$ cat config.mk
export PLATFORM = sky130hd
export DESIGN_NAME = weighted_exp_ratio_distance
export DESIGN_NICKNAME = d
export VERILOG_FILES = /design/src/wer_pkg.sv /design/src/wer_front.sv /design/src/wer_fifo.sv /design/src/wer_div.sv /design/src/wer_back.sv /design/src/weighted_exp_ratio_distance.sv
export VERILOG_INCLUDE_DIRS = /design/src /design/src/src
export SDC_FILE = /design/constraint.sdc
export NUM_CORES = 2
export LEC_CHECK = 0
export BUFFER_PORTS_ARGS = -buffer_cell sky130_fd_sc_hd__buf_2
export CORE_ASPECT_RATIO = 0.7
export CORE_UTILIZATION = 50
export CTS_BUF_LIST = sky130_fd_sc_hd__clkbuf_16
export DETAILED_ROUTE_END_ITERATION = 10
export HOLD_SLACK_MARGIN = 0.02
export PLACE_DENSITY = 0.78
export SLEW_MARGIN = 40
export SYNTH_ARGS = -nofsm -noshare
export SYNTH_HDL_FRONTEND = slang
export SYNTH_SLANG_ARGS = --single-unit
$ cat constraint.sdc
create_clock -name aclk -period 11.75 [get_ports aclk]
set_input_delay 0.5875 -clock aclk [delete_from_list [all_inputs] [get_ports aclk]]
set_output_delay 0.5875 -clock aclk [all_outputs]
set_load 0.005 [all_outputs]
$ cat src/assert_macros.svh
// Assertion helpers shared by the RTL files.
// Each check is clocked on aclk and is switched off while aresetn is low.
`ifndef ASSERT_MACROS_SVH
`define ASSERT_MACROS_SVH

// The condition must hold at every clock edge.
`define WER_ASSERT(lbl, cond, msg) \
    lbl: assert property (@(posedge aclk) disable iff (!aresetn) (cond)) else $error(msg);

// When the trigger holds, the result must hold in the next cycle.
`define WER_ASSERT_NEXT(lbl, trig, cons, msg) \
    lbl: assert property (@(posedge aclk) disable iff (!aresetn) (trig) |=> (cons)) \
        else $error(msg);

`endif

$ cat src/wer_pkg.sv
package wer_pkg;

    // Default input value precision.
    localparam int VALUE_BITS_DEF = 16;

    // Fixed-point layout of the internal arithmetic.
    localparam int FRAC     = 30;
    localparam int LOG_BITS = 28;
    localparam int MUL_W    = 34;
    localparam int PROD_W   = 2 * MUL_W;
    localparam int DIV_W    = 58;
    localparam int DEN_W    = 39;
    localparam int SUM_W    = 40;
    localparam int EXP_W    = 34;
    localparam int K_W      = 6;
    localparam int EXP_MAX_K = 48;
    localparam logic [29:0] LN2_Q30 = 30'd744261118;

    // Configuration registers.
    localparam int ALPHA_W    = 16;
    localparam int BETA_W     = 24;
    localparam int CFG_W      = 24;
    localparam int CFG_ADDR_W = 1;
    localparam logic [CFG_ADDR_W-1:0] CFG_ALPHA = 1'b0;
    localparam logic [CFG_ADDR_W-1:0] CFG_BETA  = 1'b1;

    // Depth of the queue between the front and back parts.
    localparam int QUEUE_DEPTH = 2;

    // One classified pair as it waits in the queue.
    typedef struct packed {
        logic [29:0] diff;
        logic [30:0] total;
        logic [15:0] weight;
        logic        last;
    } wer_item_t;

    // Request to the shared divider.
    typedef struct packed {
        logic             start;
        logic [DIV_W-1:0] dividend;
        logic [DEN_W-1:0] divisor;
    } div_req_t;

    // Answer from the shared divider.
    typedef struct packed {
        logic             done;
        logic [DIV_W-1:0] quotient;
    } div_rsp_t;

endpackage

$ cat src/wer_front.sv
module wer_front import wer_pkg::*; #(
    parameter int VALUE_BITS = VALUE_BITS_DEF
) (
    input  logic        s_tvalid,
    output logic        s_tready,
    input  logic [47:0] s_tdata,   // value_a, value_b, term_weight
    input  logic        s_tlast,   // last_pair
    output logic        push_valid,
    input  logic        push_ready,
    output wer_item_t   push_data
);

    localparam int KEEP  = (VALUE_BITS < 16) ? VALUE_BITS : 16;
    localparam int SHIFT = FRAC - VALUE_BITS;
    localparam logic [15:0] VAL_MASK = 16'((32'h1 << KEEP) - 32'h1);

    logic [45:0] a_ext;
    logic [45:0] b_ext;
    logic [29:0] a_q30;
    logic [29:0] b_q30;

    // Scale both probabilities to Q.30.
    assign a_ext = {30'd0, s_tdata[15:0] & VAL_MASK} << SHIFT;
    assign b_ext = {30'd0, s_tdata[31:16] & VAL_MASK} << SHIFT;
    assign a_q30 = a_ext[29:0];
    assign b_q30 = b_ext[29:0];

    // Form the distance and sum of the pair for the back end.
    assign push_data.diff   = (a_q30 >= b_q30) ? (a_q30 - b_q30) : (b_q30 - a_q30);
    assign push_data.total  = {1'b0, a_q30} + {1'b0, b_q30};
    assign push_data.weight = s_tdata[47:32];
    assign push_data.last   = s_tlast;

    assign push_valid = s_tvalid;
    assign s_tready   = push_ready;

endmodule

$ cat src/wer_fifo.sv
`include "assert_macros.svh"

module wer_fifo import wer_pkg::*; (
    input  logic      aclk,
    input  logic      aresetn,
    input  logic      push_valid,
    output logic      push_ready,
    input  wer_item_t push_data,
    output logic      pop_valid,
    input  logic      pop_ready,
    output wer_item_t pop_data
);

    localparam int PTR_W = (QUEUE_DEPTH > 1) ? $clog2(QUEUE_DEPTH) : 1;
    localparam int CNT_W = $clog2(QUEUE_DEPTH + 1);

    wer_item_t              entries_reg [QUEUE_DEPTH];
    logic [PTR_W-1:0]       wr_ptr_reg;
    logic [PTR_W-1:0]       rd_ptr_reg;
    logic [CNT_W-1:0]       count_reg;
    logic                   push;
    logic                   pop;

    assign push_ready = (count_reg != CNT_W'(QUEUE_DEPTH));
    assign pop_valid  = (count_reg != '0);
    assign pop_data   = entries_reg[rd_ptr_reg];
    assign push       = push_valid && push_ready;
    assign pop        = pop_valid && pop_ready;

    // Storage and pointers.
    always_ff @(posedge aclk) begin
        if (!aresetn) begin
            wr_ptr_reg <= '0;
            rd_ptr_reg <= '0;
            count_reg  <= '0;
        end else begin
            if (push) begin
                entries_reg[wr_ptr_reg] <= push_data;
                wr_ptr_reg <= (wr_ptr_reg == PTR_W'(QUEUE_DEPTH - 1)) ? '0 : wr_ptr_reg + 1'b1;
            end
            if (pop) begin
                rd_ptr_reg <= (rd_ptr_reg == PTR_W'(QUEUE_DEPTH - 1)) ? '0 : rd_ptr_reg + 1'b1;
            end
            if (push && !pop) begin
                count_reg <= count_reg + 1'b1;
            end else if (pop && !push) begin
                count_reg <= count_reg - 1'b1;
            end
        end
    end

    `WER_ASSERT(a_fifo_bound, count_reg <= CNT_W'(QUEUE_DEPTH), "queue count above depth")
    `WER_ASSERT_NEXT(a_fifo_grow, push && !pop, count_reg == $past(count_reg) + 1'b1, "queue count did not grow")

endmodule

$ cat src/wer_div.sv
`include "assert_macros.svh"

module wer_div import wer_pkg::*; (
    input  logic     aclk,
    input  logic     aresetn,
    input  div_req_t req,
    output div_rsp_t rsp
);

    localparam int CNT_W = $clog2(DIV_W + 1);

    logic             busy_reg;
    logic             done_reg;
    logic [CNT_W-1:0] cnt_reg;
    logic [DIV_W-1:0] quo_reg;
    logic [DEN_W-1:0] rem_reg;
    logic [DEN_W-1:0] dsr_reg;
    logic [DEN_W:0]   trial;
    logic             fits;

    // One quotient bit per cycle, restoring form.
    assign trial = {rem_reg, quo_reg[DIV_W-1]};
    assign fits  = (trial >= {1'b0, dsr_reg});

    always_ff @(posedge aclk) begin
        if (!aresetn) begin
            busy_reg <= 1'b0;
            done_reg <= 1'b0;
        end else begin
            done_reg <= 1'b0;
            if (req.start && !busy_reg) begin
                busy_reg <= 1'b1;
                cnt_reg  <= CNT_W'(DIV_W);
                quo_reg  <= req.dividend;
                rem_reg  <= '0;
                dsr_reg  <= req.divisor;
            end else if (busy_reg) begin
                rem_reg <= fits ? DEN_W'(trial - {1'b0, dsr_reg}) : trial[DEN_W-1:0];
                quo_reg <= {quo_reg[DIV_W-2:0], fits};
                cnt_reg <= cnt_reg - 1'b1;
                if (cnt_reg == CNT_W'(1)) begin
                    busy_reg <= 1'b0;
                    done_reg <= 1'b1;
                end
            end
        end
    end

    assign rsp.done     = done_reg;
    assign rsp.quotient = quo_reg;

    `WER_ASSERT(a_div_no_restart, !(req.start && busy_reg), "divider started while busy")

endmodule

$ cat src/wer_back.sv
`include "assert_macros.svh"

module wer_back import wer_pkg::*; (
    input  logic                  aclk,
    input  logic                  aresetn,
    input  logic                  cfg_wr_en,
    input  logic [CFG_ADDR_W-1:0] cfg_addr,
    input  logic [CFG_W-1:0]      cfg_wdata,
    input  logic                  q_valid,
    output logic                  q_ready,
    input  wer_item_t             q_data,
    output div_req_t              div_req,
    input  div_rsp_t              div_rsp,
    output logic                  m_tvalid,
    input  logic                  m_tready,
    output logic [47:0]           m_tdata    // distance, overflowed
);

    typedef enum logic [3:0] {
        S_IDLE, S_NORM, S_SQ_MUL, S_SQ_ADJ, S_E_MUL, S_E_CHK, S_Z_MUL, S_Z_DONE,
        S_EXP_MUL, S_EXP_DIV, S_EXP_WAIT, S_Q_MUL, S_Q_DIV, S_Q_WAIT, S_ACC
    } state_t;

    typedef enum logic [1:0] {RET_POW, RET_NUM, RET_DEN} ret_t;

    state_t              state_reg;
    ret_t                ret_reg;
    logic [ALPHA_W-1:0]  alpha_reg;
    logic [BETA_W-1:0]   beta_reg;
    logic [30:0]         total_reg;
    logic [15:0]         w_reg;
    logic                last_reg;
    logic [31:0]         m_reg;
    logic [4:0]          sh_reg;
    logic [4:0]          i_reg;
    logic [LOG_BITS-1:0] f_reg;
    logic [4:0]          n_reg;
    logic [28:0]         t_reg;
    logic [30:0]         x_reg;
    logic [EXP_W-1:0]    eterm_reg;
    logic [EXP_W-1:0]    esum_reg;
    logic [K_W-1:0]      k_reg;
    logic [EXP_W-1:0]    num_reg;
    logic [DEN_W-1:0]    den_reg;
    logic [DIV_W-1:0]    term_reg;
    logic [PROD_W-1:0]   prod_reg;
    logic [SUM_W-1:0]    running_sum_reg;
    logic                sat_flag_reg;
    logic                m_valid_reg;
    logic [SUM_W-1:0]    out_dist_reg;
    logic                out_ovf_reg;

    logic [MUL_W-1:0]    mul_a;
    logic [MUL_W-1:0]    mul_b;
    logic [32:0]         neg;
    logic [36:0]         e_val;
    logic [31:0]         sq;
    logic                exp_zero;
    logic                exp_fin;
    logic [EXP_W-1:0]    esum_new;
    logic [DIV_W:0]      acc_sum;
    logic                acc_ovf;
    logic                out_free;
    logic                emit;

    // Shared multiplier operand selection.
    always_comb begin
        mul_a = '0;
        mul_b = '0;
        case (state_reg)
            S_SQ_MUL: begin
                mul_a = MUL_W'(m_reg);
                mul_b = MUL_W'(m_reg);
            end
            S_E_MUL: begin
                mul_a = MUL_W'(alpha_reg);
                mul_b = MUL_W'(neg);
            end
            S_Z_MUL: begin
                mul_a = MUL_W'(t_reg);
                mul_b = MUL_W'(LN2_Q30);
            end
            S_EXP_MUL: begin
                mul_a = eterm_reg;
                mul_b = MUL_W'(x_reg);
            end
            S_Q_MUL: begin
                mul_a = MUL_W'(w_reg);
                mul_b = num_reg;
            end
            default: begin
                mul_a = '0;
                mul_b = '0;
            end
        endcase
    end

    // Log and power helpers.
    assign neg   = {sh_reg, {LOG_BITS{1'b0}}} - {5'd0, f_reg};
    assign e_val = prod_reg[48:12];
    assign sq    = prod_reg[61:30];

    // Series step result.
    assign exp_zero = (div_rsp.quotient == '0);
    assign esum_new = exp_zero ? esum_reg : esum_reg + div_rsp.quotient[EXP_W-1:0];
    assign exp_fin  = exp_zero || (k_reg == K_W'(EXP_MAX_K));

    // Saturating accumulate.
    assign acc_sum  = {{(DIV_W - SUM_W + 1){1'b0}}, running_sum_reg} + {1'b0, term_reg};
    assign acc_ovf  = (acc_sum[DIV_W:SUM_W] != '0);
    assign out_free = !m_valid_reg || m_tready;
    assign emit     = (state_reg == S_ACC) && last_reg && out_free;

    // Divider requests.
    always_comb begin
        div_req.start    = 1'b0;
        div_req.dividend = '0;
        div_req.divisor  = '0;
        case (state_reg)
            S_EXP_DIV: begin
                div_req.start    = 1'b1;
                div_req.dividend = DIV_W'(prod_reg[PROD_W-1:FRAC]);
                div_req.divisor  = DEN_W'(k_reg);
            end
            S_Q_DIV: begin
                div_req.start    = 1'b1;
                div_req.dividend = {prod_reg[49:0], 8'd0} + DIV_W'(den_reg[DEN_W-1:1]);
                div_req.divisor  = den_reg;
            end
            default: begin
                div_req.start = 1'b0;
            end
        endcase
    end

    assign q_ready  = (state_reg == S_IDLE);
    assign m_tvalid = m_valid_reg;
    assign m_tdata  = {7'd0, out_ovf_reg, out_dist_reg};

    // Sequencer for one pair: power, up to three exponentials, quotient, accumulate.
    always_ff @(posedge aclk) begin
        if (!aresetn) begin
            state_reg       <= S_IDLE;
            alpha_reg       <= ALPHA_W'(4096);
            beta_reg        <= BETA_W'(65536);
            running_sum_reg <= '0;
            sat_flag_reg    <= 1'b0;
            m_valid_reg     <= 1'b0;
        end else begin
            prod_reg <= mul_a * mul_b;

            if (cfg_wr_en) begin
                case (cfg_addr)
                    CFG_ALPHA: alpha_reg <= cfg_wdata[ALPHA_W-1:0];
                    CFG_BETA:  beta_reg  <= cfg_wdata[BETA_W-1:0];
                    default:   alpha_reg <= alpha_reg;
                endcase
            end

            // The output word leaves unless a new one replaces it in this cycle.
            if (m_valid_reg && m_tready && !emit) begin
                m_valid_reg <= 1'b0;
            end

            case (state_reg)
                S_IDLE: begin
                    if (q_valid) begin
                        total_reg <= q_data.total;
                        w_reg     <= q_data.weight;
                        last_reg  <= q_data.last;
                        m_reg     <= {2'b00, q_data.diff};
                        sh_reg    <= '0;
                        if (alpha_reg == '0 || q_data.diff == '0) begin
                            // Power is one for zero alpha, zero for equal values.
                            x_reg     <= (alpha_reg == '0) ? 31'(32'd1 << FRAC) : '0;
                            esum_reg  <= EXP_W'(64'd1 << FRAC);
                            eterm_reg <= EXP_W'(64'd1 << FRAC);
                            k_reg     <= K_W'(1);
                            ret_reg   <= RET_NUM;
                            state_reg <= S_EXP_MUL;
                        end else begin
                            state_reg <= S_NORM;
                        end
                    end
                end
                S_NORM: begin
                    // Normalize the difference to [1,2) in Q1.30.
                    if (m_reg[FRAC]) begin
                        i_reg     <= 5'(LOG_BITS - 1);
                        f_reg     <= '0;
                        state_reg <= S_SQ_MUL;
                    end else begin
                        m_reg  <= {m_reg[30:0], 1'b0};
                        sh_reg <= sh_reg + 1'b1;
                    end
                end
                S_SQ_MUL: begin
                    state_reg <= S_SQ_ADJ;
                end
                S_SQ_ADJ: begin
                    // One fraction bit of log2 per squaring.
                    if (sq[31]) begin
                        m_reg <= {1'b0, sq[31:1]};
                        f_reg <= f_reg | (LOG_BITS'(1) << i_reg);
                    end else begin
                        m_reg <= sq;
                    end
                    if (i_reg == '0) begin
                        state_reg <= S_E_MUL;
                    end else begin
                        i_reg     <= i_reg - 1'b1;
                        state_reg <= S_SQ_MUL;
                    end
                end
                S_E_MUL: begin
                    state_reg <= S_E_CHK;
                end
                S_E_CHK: begin
                    n_reg <= e_val[32:28];
                    if (e_val[36:28] > 9'd30) begin
                        x_reg     <= '0;
                        esum_reg  <= EXP_W'(64'd1 << FRAC);
                        eterm_reg <= EXP_W'(64'd1 << FRAC);
                        k_reg     <= K_W'(1);
                        ret_reg   <= RET_NUM;
                        state_reg <= S_EXP_MUL;
                    end else if (e_val[27:0] == '0) begin
                        // Whole power of two.
                        x_reg     <= 31'(32'd1 << FRAC) >> e_val[32:28];
                        esum_reg  <= EXP_W'(64'd1 << FRAC);
                        eterm_reg <= EXP_W'(64'd1 << FRAC);
                        k_reg     <= K_W'(1);
                        ret_reg   <= RET_NUM;
                        state_reg <= S_EXP_MUL;
                    end else begin
                        t_reg     <= (29'd1 << LOG_BITS) - {1'b0, e_val[27:0]};
                        state_reg <= S_Z_MUL;
                    end
                end
                S_Z_MUL: begin
                    state_reg <= S_Z_DONE;
                end
                S_Z_DONE: begin
                    x_reg     <= {1'b0, prod_reg[57:28]};
                    esum_reg  <= EXP_W'(64'd1 << FRAC);
                    eterm_reg <= EXP_W'(64'd1 << FRAC);
                    k_reg     <= K_W'(1);
                    ret_reg   <= RET_POW;
                    state_reg <= S_EXP_MUL;
                end
                S_EXP_MUL: begin
                    state_reg <= S_EXP_DIV;
                end
                S_EXP_DIV: begin
                    state_reg <= S_EXP_WAIT;
                end
                S_EXP_WAIT: begin
                    if (div_rsp.done) begin
                        if (!exp_fin) begin
                            esum_reg  <= esum_new;
                            eterm_reg <= div_rsp.quotient[EXP_W-1:0];
                            k_reg     <= k_reg + 1'b1;
                            state_reg <= S_EXP_MUL;
                        end else begin
                            esum_reg  <= EXP_W'(64'd1 << FRAC);
                            eterm_reg <= EXP_W'(64'd1 << FRAC);
                            k_reg     <= K_W'(1);
                            case (ret_reg)
                                RET_POW: begin
                                    x_reg     <= 31'(esum_new >> ({1'b0, n_reg} + 6'd1));
                                    ret_reg   <= RET_NUM;
                                    state_reg <= S_EXP_MUL;
                                end
                                RET_NUM: begin
                                    num_reg   <= esum_new;
                                    x_reg     <= total_reg;
                                    ret_reg   <= RET_DEN;
                                    state_reg <= S_EXP_MUL;
                                end
                                default: begin
                                    den_reg   <= {1'b0, beta_reg, 14'd0} + DEN_W'(esum_new);
                                    state_reg <= S_Q_MUL;
                                end
                            endcase
                        end
                    end
                end
                S_Q_MUL: begin
                    state_reg <= S_Q_DIV;
                end
                S_Q_DIV: begin
                    state_reg <= S_Q_WAIT;
                end
                S_Q_WAIT: begin
                    if (div_rsp.done) begin
                        term_reg  <= div_rsp.quotient;
                        state_reg <= S_ACC;
                    end
                end
                S_ACC: begin
                    if (!last_reg) begin
                        running_sum_reg <= acc_ovf ? '1 : acc_sum[SUM_W-1:0];
                        sat_flag_reg    <= sat_flag_reg | acc_ovf;
                        state_reg       <= S_IDLE;
                    end else if (out_free) begin
                        // Emit the finished distance and start a new one.
                        out_dist_reg    <= acc_ovf ? '1 : acc_sum[SUM_W-1:0];
                        out_ovf_reg     <= sat_flag_reg | acc_ovf;
                        m_valid_reg     <= 1'b1;
                        running_sum_reg <= '0;
                        sat_flag_reg    <= 1'b0;
                        state_reg       <= S_IDLE;
                    end
                end
                default: begin
                    state_reg <= S_IDLE;
                end
            endcase
        end
    end

    `WER_ASSERT_NEXT(a_clear_on_last, state_reg == S_ACC && last_reg && out_free, running_sum_reg == '0 && !sat_flag_reg && m_valid_reg, "sum not cleared after emit")

endmodule

$ cat src/weighted_exp_ratio_distance.sv
// Weighted exponential-ratio distance: each accepted word carries a pair of Q0.16
// probabilities and a Q8.8 weight, and the term w*exp(|a-b|^alpha)/(beta+exp(a+b)) is
// added to a saturating Q24.16 sum; the word marked last produces one result word with
// the sum and the overflow flag, and the sum starts over. A front stage forms |a-b| and
// a+b and places the pair in a two-entry queue, so input words keep being taken while
// the back engine works, until the queue is full. The back engine handles one pair at a
// time: its cost is set by one shared bit-serial divider, used once per series term of
// each of up to three exponentials and once for the final quotient, and by the
// log-by-squaring of |a-b| after it is normalized. Configuration is written through
// cfg_wr_en, cfg_addr (0 alpha_exponent, 1 beta_offset) and cfg_wdata; the user must
// write it only while the block is idle, as the block itself does not enforce this.
module weighted_exp_ratio_distance import wer_pkg::*; #(
    parameter int VALUE_BITS = VALUE_BITS_DEF
) (
    input  logic                  aclk,
    input  logic                  aresetn,
    input  logic                  cfg_wr_en,
    input  logic [CFG_ADDR_W-1:0] cfg_addr,
    input  logic [CFG_W-1:0]      cfg_wdata,
    input  logic                  s_tvalid,
    output logic                  s_tready,
    input  logic [47:0]           s_tdata,   // value_a, value_b, term_weight
    input  logic                  s_tlast,   // last_pair
    output logic                  m_tvalid,
    input  logic                  m_tready,
    output logic [47:0]           m_tdata    // distance, overflowed
);

    logic      push_valid;
    logic      push_ready;
    wer_item_t push_data;
    logic      pop_valid;
    logic      pop_ready;
    wer_item_t pop_data;
    div_req_t  div_req;
    div_rsp_t  div_rsp;

    // Front: unpack and classify each word.
    wer_front #(
        .VALUE_BITS(VALUE_BITS)
    ) u_front (
        .s_tvalid  (s_tvalid),
        .s_tready  (s_tready),
        .s_tdata   (s_tdata),
        .s_tlast   (s_tlast),
        .push_valid(push_valid),
        .push_ready(push_ready),
        .push_data (push_data)
    );

    // Queue between front and back.
    wer_fifo u_fifo (
        .aclk      (aclk),
        .aresetn   (aresetn),
        .push_valid(push_valid),
        .push_ready(push_ready),
        .push_data (push_data),
        .pop_valid (pop_valid),
        .pop_ready (pop_ready),
        .pop_data  (pop_data)
    );

    // Back: term evaluation and accumulation.
    wer_back u_back (
        .aclk     (aclk),
        .aresetn  (aresetn),
        .cfg_wr_en(cfg_wr_en),
        .cfg_addr (cfg_addr),
        .cfg_wdata(cfg_wdata),
        .q_valid  (pop_valid),
        .q_ready  (pop_ready),
        .q_data   (pop_data),
        .div_req  (div_req),
        .div_rsp  (div_rsp),
        .m_tvalid (m_tvalid),
        .m_tready (m_tready),
        .m_tdata  (m_tdata)
    );

    // Shared bit-serial divider.
    wer_div u_div (
        .aclk   (aclk),
        .aresetn(aresetn),
        .req    (div_req),
        .rsp    (div_rsp)
    );

endmodule
Yosys cells after proc, flatten, opt, wreduce, memory -nomap -nowiden:

Memory sizes are Yosys's and may differ from the RTL's. A register that Yosys moved wholly into a read port is not among the register bits.
Index checks and enable logic that the tools add are counted.

* reduce and logical (&&, ||, !) cells: 55
* div/mod/pow operators: 0
* equality and inequality tests: 31
* $mul: 1
* muxes and demuxes: 93
* magnitude comparators: 3
* $add $sub $neg: 19
* shift operators: 3
* bitwise logic cells: 8

Operators by type and width (count)
* one-hot mux 34 bit (5 select lines): 2
* two-way mux 34 bit: 9
* one-hot mux 34 bit (4 select lines): 2
* two-way mux 31 bit: 8
* one-hot mux 97 bit (2 select lines): 1
* one-hot mux 31 bit (4 select lines): 1
* two-way mux 40 bit: 3
* two-way mux 58 bit: 2
* one-hot mux 32 bit (3 select lines): 1
* two-way mux 39 bit: 2
* multiplier 34 x 34 -> 68 bit: 1
* two-way mux 32 bit: 2
* one-hot mux 31 bit (2 select lines): 1
* one-hot mux 4 bit (15 select lines): 1
* subtractor 30 bit: 2
* adder 40 x 58 -> 59 bit: 1
* adder 58 x 38 -> 58 bit: 1
* zero test 58 bit: 1
* two-way mux 28 bit: 2
* one-hot mux 28 bit (2 select lines): 1
* two-way mux 6 bit: 7
* >= comparator 40 x 39 -> 1 bit: 1
* two-way mux 4 bit: 10
* adder 38 x 34 -> 39 bit: 1
* 62 further kinds: 150

* bits in writable memories: 156
* memories kept: 1
* input port bits: 79
* output and inout bits: 50
* register bits after elaboration: 733
* memory bits (read-only): 0
* latch bits: 0

Memories
* u_fifo.entries_reg: depth 2, width 78, rd ports 1, clocked after Yosys merged registers in 1, wr ports 1, RTL line wer_fifo.sv:17 `wer_item_t entries_reg [QUEUE_DEPTH];`

Logic depth before layout (Yosys ltp):

* depth after elaboration: 9
* depth in mapped cells: 39
* gate-level depth less buffers: 38

Cells and area by module:

From an unflattened synthesis, not the netlist that was laid out.

* cells, all modules: 9261
* area total of the unflattened synthesis: 88190.8 sq um

By module, submodules not included
* wer_back: area each 71164.5 sq um, cells an instance 7777, times used 1, sequential area each 16676.0 sq um
* wer_div: area each 8453.1 sq um, cells an instance 852, times used 1, sequential area each 4304.1 sq um
* wer_fifo: area each 5940.7 sq um, cells an instance 270, times used 1, sequential area each 4784.6 sq um
* wer_front: area each 2632.5 sq um, cells an instance 362, times used 1, sequential area each 0.0 sq um

Worst setup path before layout:

Ideal clock, no wire load.

* path kind: register to register
* from: register u_back.prod_reg[19]
* to: register u_back.ret_reg[0], enable pin
* period minus slack after synthesis: 10.999 ns
* path buffers: 0
* path slack: 0.751 ns
* required time: 11.357 ns
* data arrival time: 10.605 ns
* library setup time: 0.393 ns
* stages on the path, launching flop included: 9
* path through: edfxtp_1 or3_1 or3_1 nor3_1 and3_1 and4_1 or3_1 nor4bb_1 and2_1

* word-level cells in the longest chain between the ends: 3

Ends and longest elaborated chain
* start, declared: RTL line wer_back.sv:46 `logic [PROD_W-1:0] prod_reg;`
* start signal, assigned: RTL line wer_back.sv:150 `prod_reg <= mul_a * mul_b;`
* zero test 28 bit: RTL line wer_back.sv:227 `end else if (e_val[27:0] == '0) begin`
* != test 3 x 1 -> 1 bit (no source line)
* AND reduction 8 bit (no source line)
* end signal, assigned: RTL line wer_back.sv:225 `ret_reg <= RET_NUM;`
* end signal, assigned: RTL line wer_back.sv:233 `ret_reg <= RET_NUM;`
* end signal, assigned: RTL line wer_back.sv:248 `ret_reg <= RET_POW;`
* end, declared: RTL line wer_back.sv:27 `ret_t ret_reg;`

No other way between the ends.
A chain may end at the register's enable or synchronous reset.

Final worst setup path:

* from: register u_back.f_reg[4]
* to: register u_back.prod_reg[64], data pin

* word-level cells in the longest chain between the ends: 3

Ends and longest elaborated chain
* start, declared: RTL line wer_back.sv:36 `logic [LOG_BITS-1:0] f_reg;`
* start signal, assigned: RTL line wer_back.sv:204 `f_reg <= f_reg | (LOG_BITS'(1) << i_reg);`
* subtractor 33 x 28 -> 33 bit: RTL line wer_back.sv:99 `assign neg = {sh_reg, {LOG_BITS{1'b0}}} - {5'd0, f_reg};`
* one-hot mux 34 bit (5 select lines): RTL line wer_back.sv:70 `case (state_reg)`
* multiplier 34 x 34 -> 68 bit: RTL line wer_back.sv:150

No other way between the ends.

==> results.cfg <==
[clock_tree]
post-cts-setup-buffers = 0
clockRootBuffer = clkbuf_16
cts_max_path_buffers = 3
clk-insertion-delay-late_ns = 0.71
cts-htree-levels = 3
cts_buffers = 76
cts_hold_repair.buffers = 0
cts_repair_resize_count = 0
cts_num_sinks = 817
cts_tree = done
clock_transition_at_path_regs_ns = 0.07

[detailed_routing]
detail_route.vias_per_cell = 6.202
num_vias = 68370
dr.pass1.iters = 9
finalWirelength_um = 302900
detail_route.iter0.violations = 9425
wirelength_per_cell_um = 27.48
final_antenna_net_count = 0
drcViolationCount = 0

[power_and_ir_drop]
vdd_ir_drop_max_mv = 0.1192
leakagePower_nw = 40.31
powerDensity_nw_per_um2 = 117.2
total_power_mw = 10.55

[worst_setup_path]
crit_path_frequent_cell = fa_1
critical-path-slowest-cell = fa_1
r2r_setup_slack_ns = 0.45
worst_ep_required_time_ns = 12.21
critical_path.max_stage_delay_ns = 0.57
timing.critical_path.fanout_max = 11
worst_setup_path_end_kind = register
cp-start-kind = register
setup.worst_path.class = register to register
critical_path_arrival_ns = 11.76

[placement]
dp.final_hpwl_um = 240600
routabilityCongestion = 1.098
io_buffers = 121

[sta]
relSlewSlack = 0.3440
hold_viol = 0
final_period_minus_worst_setup_slack_ns = 11.30
final.period_utilization = 0.9614
slew_violations = 0
max_slew.worst_pin.slew_ns = 0.9840
final.setup.tns_ns = 0
rsz0062_at_grt = no
timing.fmax_ghz = 0.08852
setup_violations = 0
finClkSkew_ns = 0.02669

[grt]
grt_start_max_net_pins = 75
first_global_vias = 66510
first_pass_grt_wire_length_um = 441500
gr-usage-all-layers = 0.3621
antenna_found_initial = 26
global_route_total_overflow = 0

[die]
die_y_um = 343.1
boundaryPins = 129
design.die.area_um2 = 167900
coreArea_um2 = 164100
chipWidth_um = 489.3
placementRows = 124
initial_standard_cell_utilization_of_the_core = 0.5063

[synth]
yosysUniqueCellTypes = 91
yosysSeqAreaShare = 0.2840
netlist_area_before_placement_um2 = 83110
yosys_warnings = 0
synth.ff_latch_count = 817
syn_inst = 8666
most_common_flop_cell_mapped_by_yosys = edfxtp_1
syn_area_per_cell_um2 = 9.591
synthArstFlopShare = 0
synth_enable_flop_cells = 724

[cells_and_area]
drive_above_1_share = 0.08025
largest_register_ffs = 98
area_delta_synth_final_pct = 8.308
nets = 10350

[run]
maxCapViolCount = 0

[run_status]
outcome = finished, final reports clean

[hold_path]
min_path_type = primary input to register
where the power goes:
part / switching [mW] / leakage (nW) / internal, mW
clock: 1.23 / 1.28 / 1.33
sequential: 0.490 / 7.56 / 3.51
combinational: 2.80 / 31.5 / 1.18
total: 4.52 / 40.3 / 6.03
cell usage after synthesis, types with 14 or more instances:
| cell type | n | area share |
|---|---|---|
| a211o_1 | 15 | 0.0016 |
| a211oi_1 | 38 | 0.0034 |
| a21boi_0 | 50 | 0.0045 |
| a21o_1 | 137 | 0.012 |
| a21oi_1 | 315 | 0.019 |
| a222oi_1 | 30 | 0.0036 |
| a22o_1 | 50 | 0.0053 |
| a22oi_1 | 91 | 0.0082 |
| a31oi_1 | 53 | 0.0040 |
| and2_1 | 138 | 0.010 |
| and3_1 | 87 | 0.0065 |
| and4_1 | 22 | 0.0023 |
| buf_1 | 20 | 0.00090 |
| clkbuf_1 | 397 | 0.018 |
| dfxtp_1 | 93 | 0.022 |
| edfxtp_1 | 724 | 0.26 |
| fa_1 | 1028 | 0.25 |
| ha_1 | 507 | 0.076 |
| inv_1 | 1371 | 0.062 |
| mux2_2 | 69 | 0.0093 |
| mux2i_1 | 89 | 0.011 |
| nand2_1 | 1187 | 0.054 |
| nand2b_1 | 90 | 0.0068 |
| nand3_1 | 112 | 0.0067 |
| nand3b_1 | 19 | 0.0017 |
| nand4_1 | 65 | 0.0049 |
| nor2_1 | 699 | 0.032 |
| nor2b_1 | 36 | 0.0027 |
| nor3_1 | 89 | 0.0054 |
| nor4_1 | 59 | 0.0044 |
| o2111a_1 | 14 | 0.0019 |
| o2111ai_1 | 21 | 0.0022 |
| o211ai_1 | 20 | 0.0018 |
| o21a_1 | 26 | 0.0023 |
| o21ai_0 | 243 | 0.015 |
| o21bai_1 | 44 | 0.0040 |
| o221ai_1 | 17 | 0.0018 |
| o31ai_1 | 20 | 0.0018 |
| or2_2 | 24 | 0.0018 |
| or3_1 | 33 | 0.0025 |
| or4_1 | 14 | 0.0013 |
| xnor2_1 | 183 | 0.019 |
| xor2_1 | 117 | 0.012 |
area by class of cell:
| class | count | area (µm²) |
|---|---|---|
| clock buffers | 77 | 1927 |
| repair buffers | 362 | 2525 |
| well taps | 2205 | 2759 |
| multi-input cells | 6105 | 53450 |
| fillers | 14250 | 74130 |
| flip-flops and latches | 817 | 23600 |
| clock inverters | 62 | 549.3 |
| inverters | 1374 | 5157 |
| diodes | 21 | 52.55 |
worst max-delay path: cells and delay by family, from the launching register on:
family / cells / cell delay, ns
and+or+nand+nor: 11 / 3.06
DFF: 1 / 0.47
buffers and inverters: 5 / 0.65
adders and majority gates: 9 / 4.34
AOI/OAI and AO/OA: 7 / 2.21
xor gates and xnor gates: 2 / 0.30
kinds of logic (layout without fill, tap and decap cells):
family / Yosys count / in the layout / synth area share
AND/OR/NAND/NOR: 2706 / 2706 / 0.1460
buffers and inverters: 1803 / 1875 / 0.08188
adder cells (fa/ha/maj): 1535 / 1535 / 0.3239
AO/OA/AOI/OAI: 1332 / 1332 / 0.1089
flip-flops: 817 / 817 / 0.2840
XOR/XNOR: 300 / 300 / 0.03161
multiplexers: 171 / 171 / 0.02359
other: 2 / 82 / 0.00009036
stage by stage:
stage / utilization / cell area (µm²) / hold WS (ns) / setup slack, ns / std cells
3_5_place_dp: 0.5319 / 87310 / 0.4670 / 0.7960 / 10860
3_3_place_gp: 0.5303 / 87040 / 0.4651 / 0.7698 / 10850
6_report: 0.5484 / 90020 / 0.06778 / 0.4531 / 11020
2_1_floorplan: - / 83340 / 0.4244 / 0.7514 / 8725
4_1_cts: 0.5470 / 89780 / 0.03288 / 0.7713 / 11000
5_1_grt: 0.5481 / 89970 / 0.04357 / 0.04138 / 11000
per-layer routing:
layer | global-route usage | routed length, µm
met5 | 0.009476 | 742
met4 | 0.1182 | 12240
met3 | 0.1865 | 55410
met2 | 0.4697 | 114400
met1 | 0.5120 | 120200
cells in the final DEF (no fill, tap or decap), types with 112 or more instances in the layout:
master,Yosys,layout
a21o_1,137,137
a21oi_1,315,312
and2_1,138,130
buf_2,2,120
buf_4,9,228
edfxtp_1,724,724
fa_1,1028,1028
ha_1,507,507
inv_1,1371,1387
nand2_1,1187,1178
nand3_1,112,112
nor2_1,699,679
o21ai_0,243,236
xnor2_1,183,177
xor2_1,117,116
worst paths after layout:
kind / from / to / cells after the start
setup / recovery: u_back.f_reg[4] / u_back.prod_reg[64] / 34
hold / removal: s_tdata[45] / u_fifo.entries_reg[1][14] / 1
setup reg to reg: u_back.f_reg[4] / u_back.prod_reg[64] / 34
hold reg to reg: u_back.running_sum_reg[32] / u_back.running_sum_reg[32] / 1
Power figures use the tool's default switching activity.
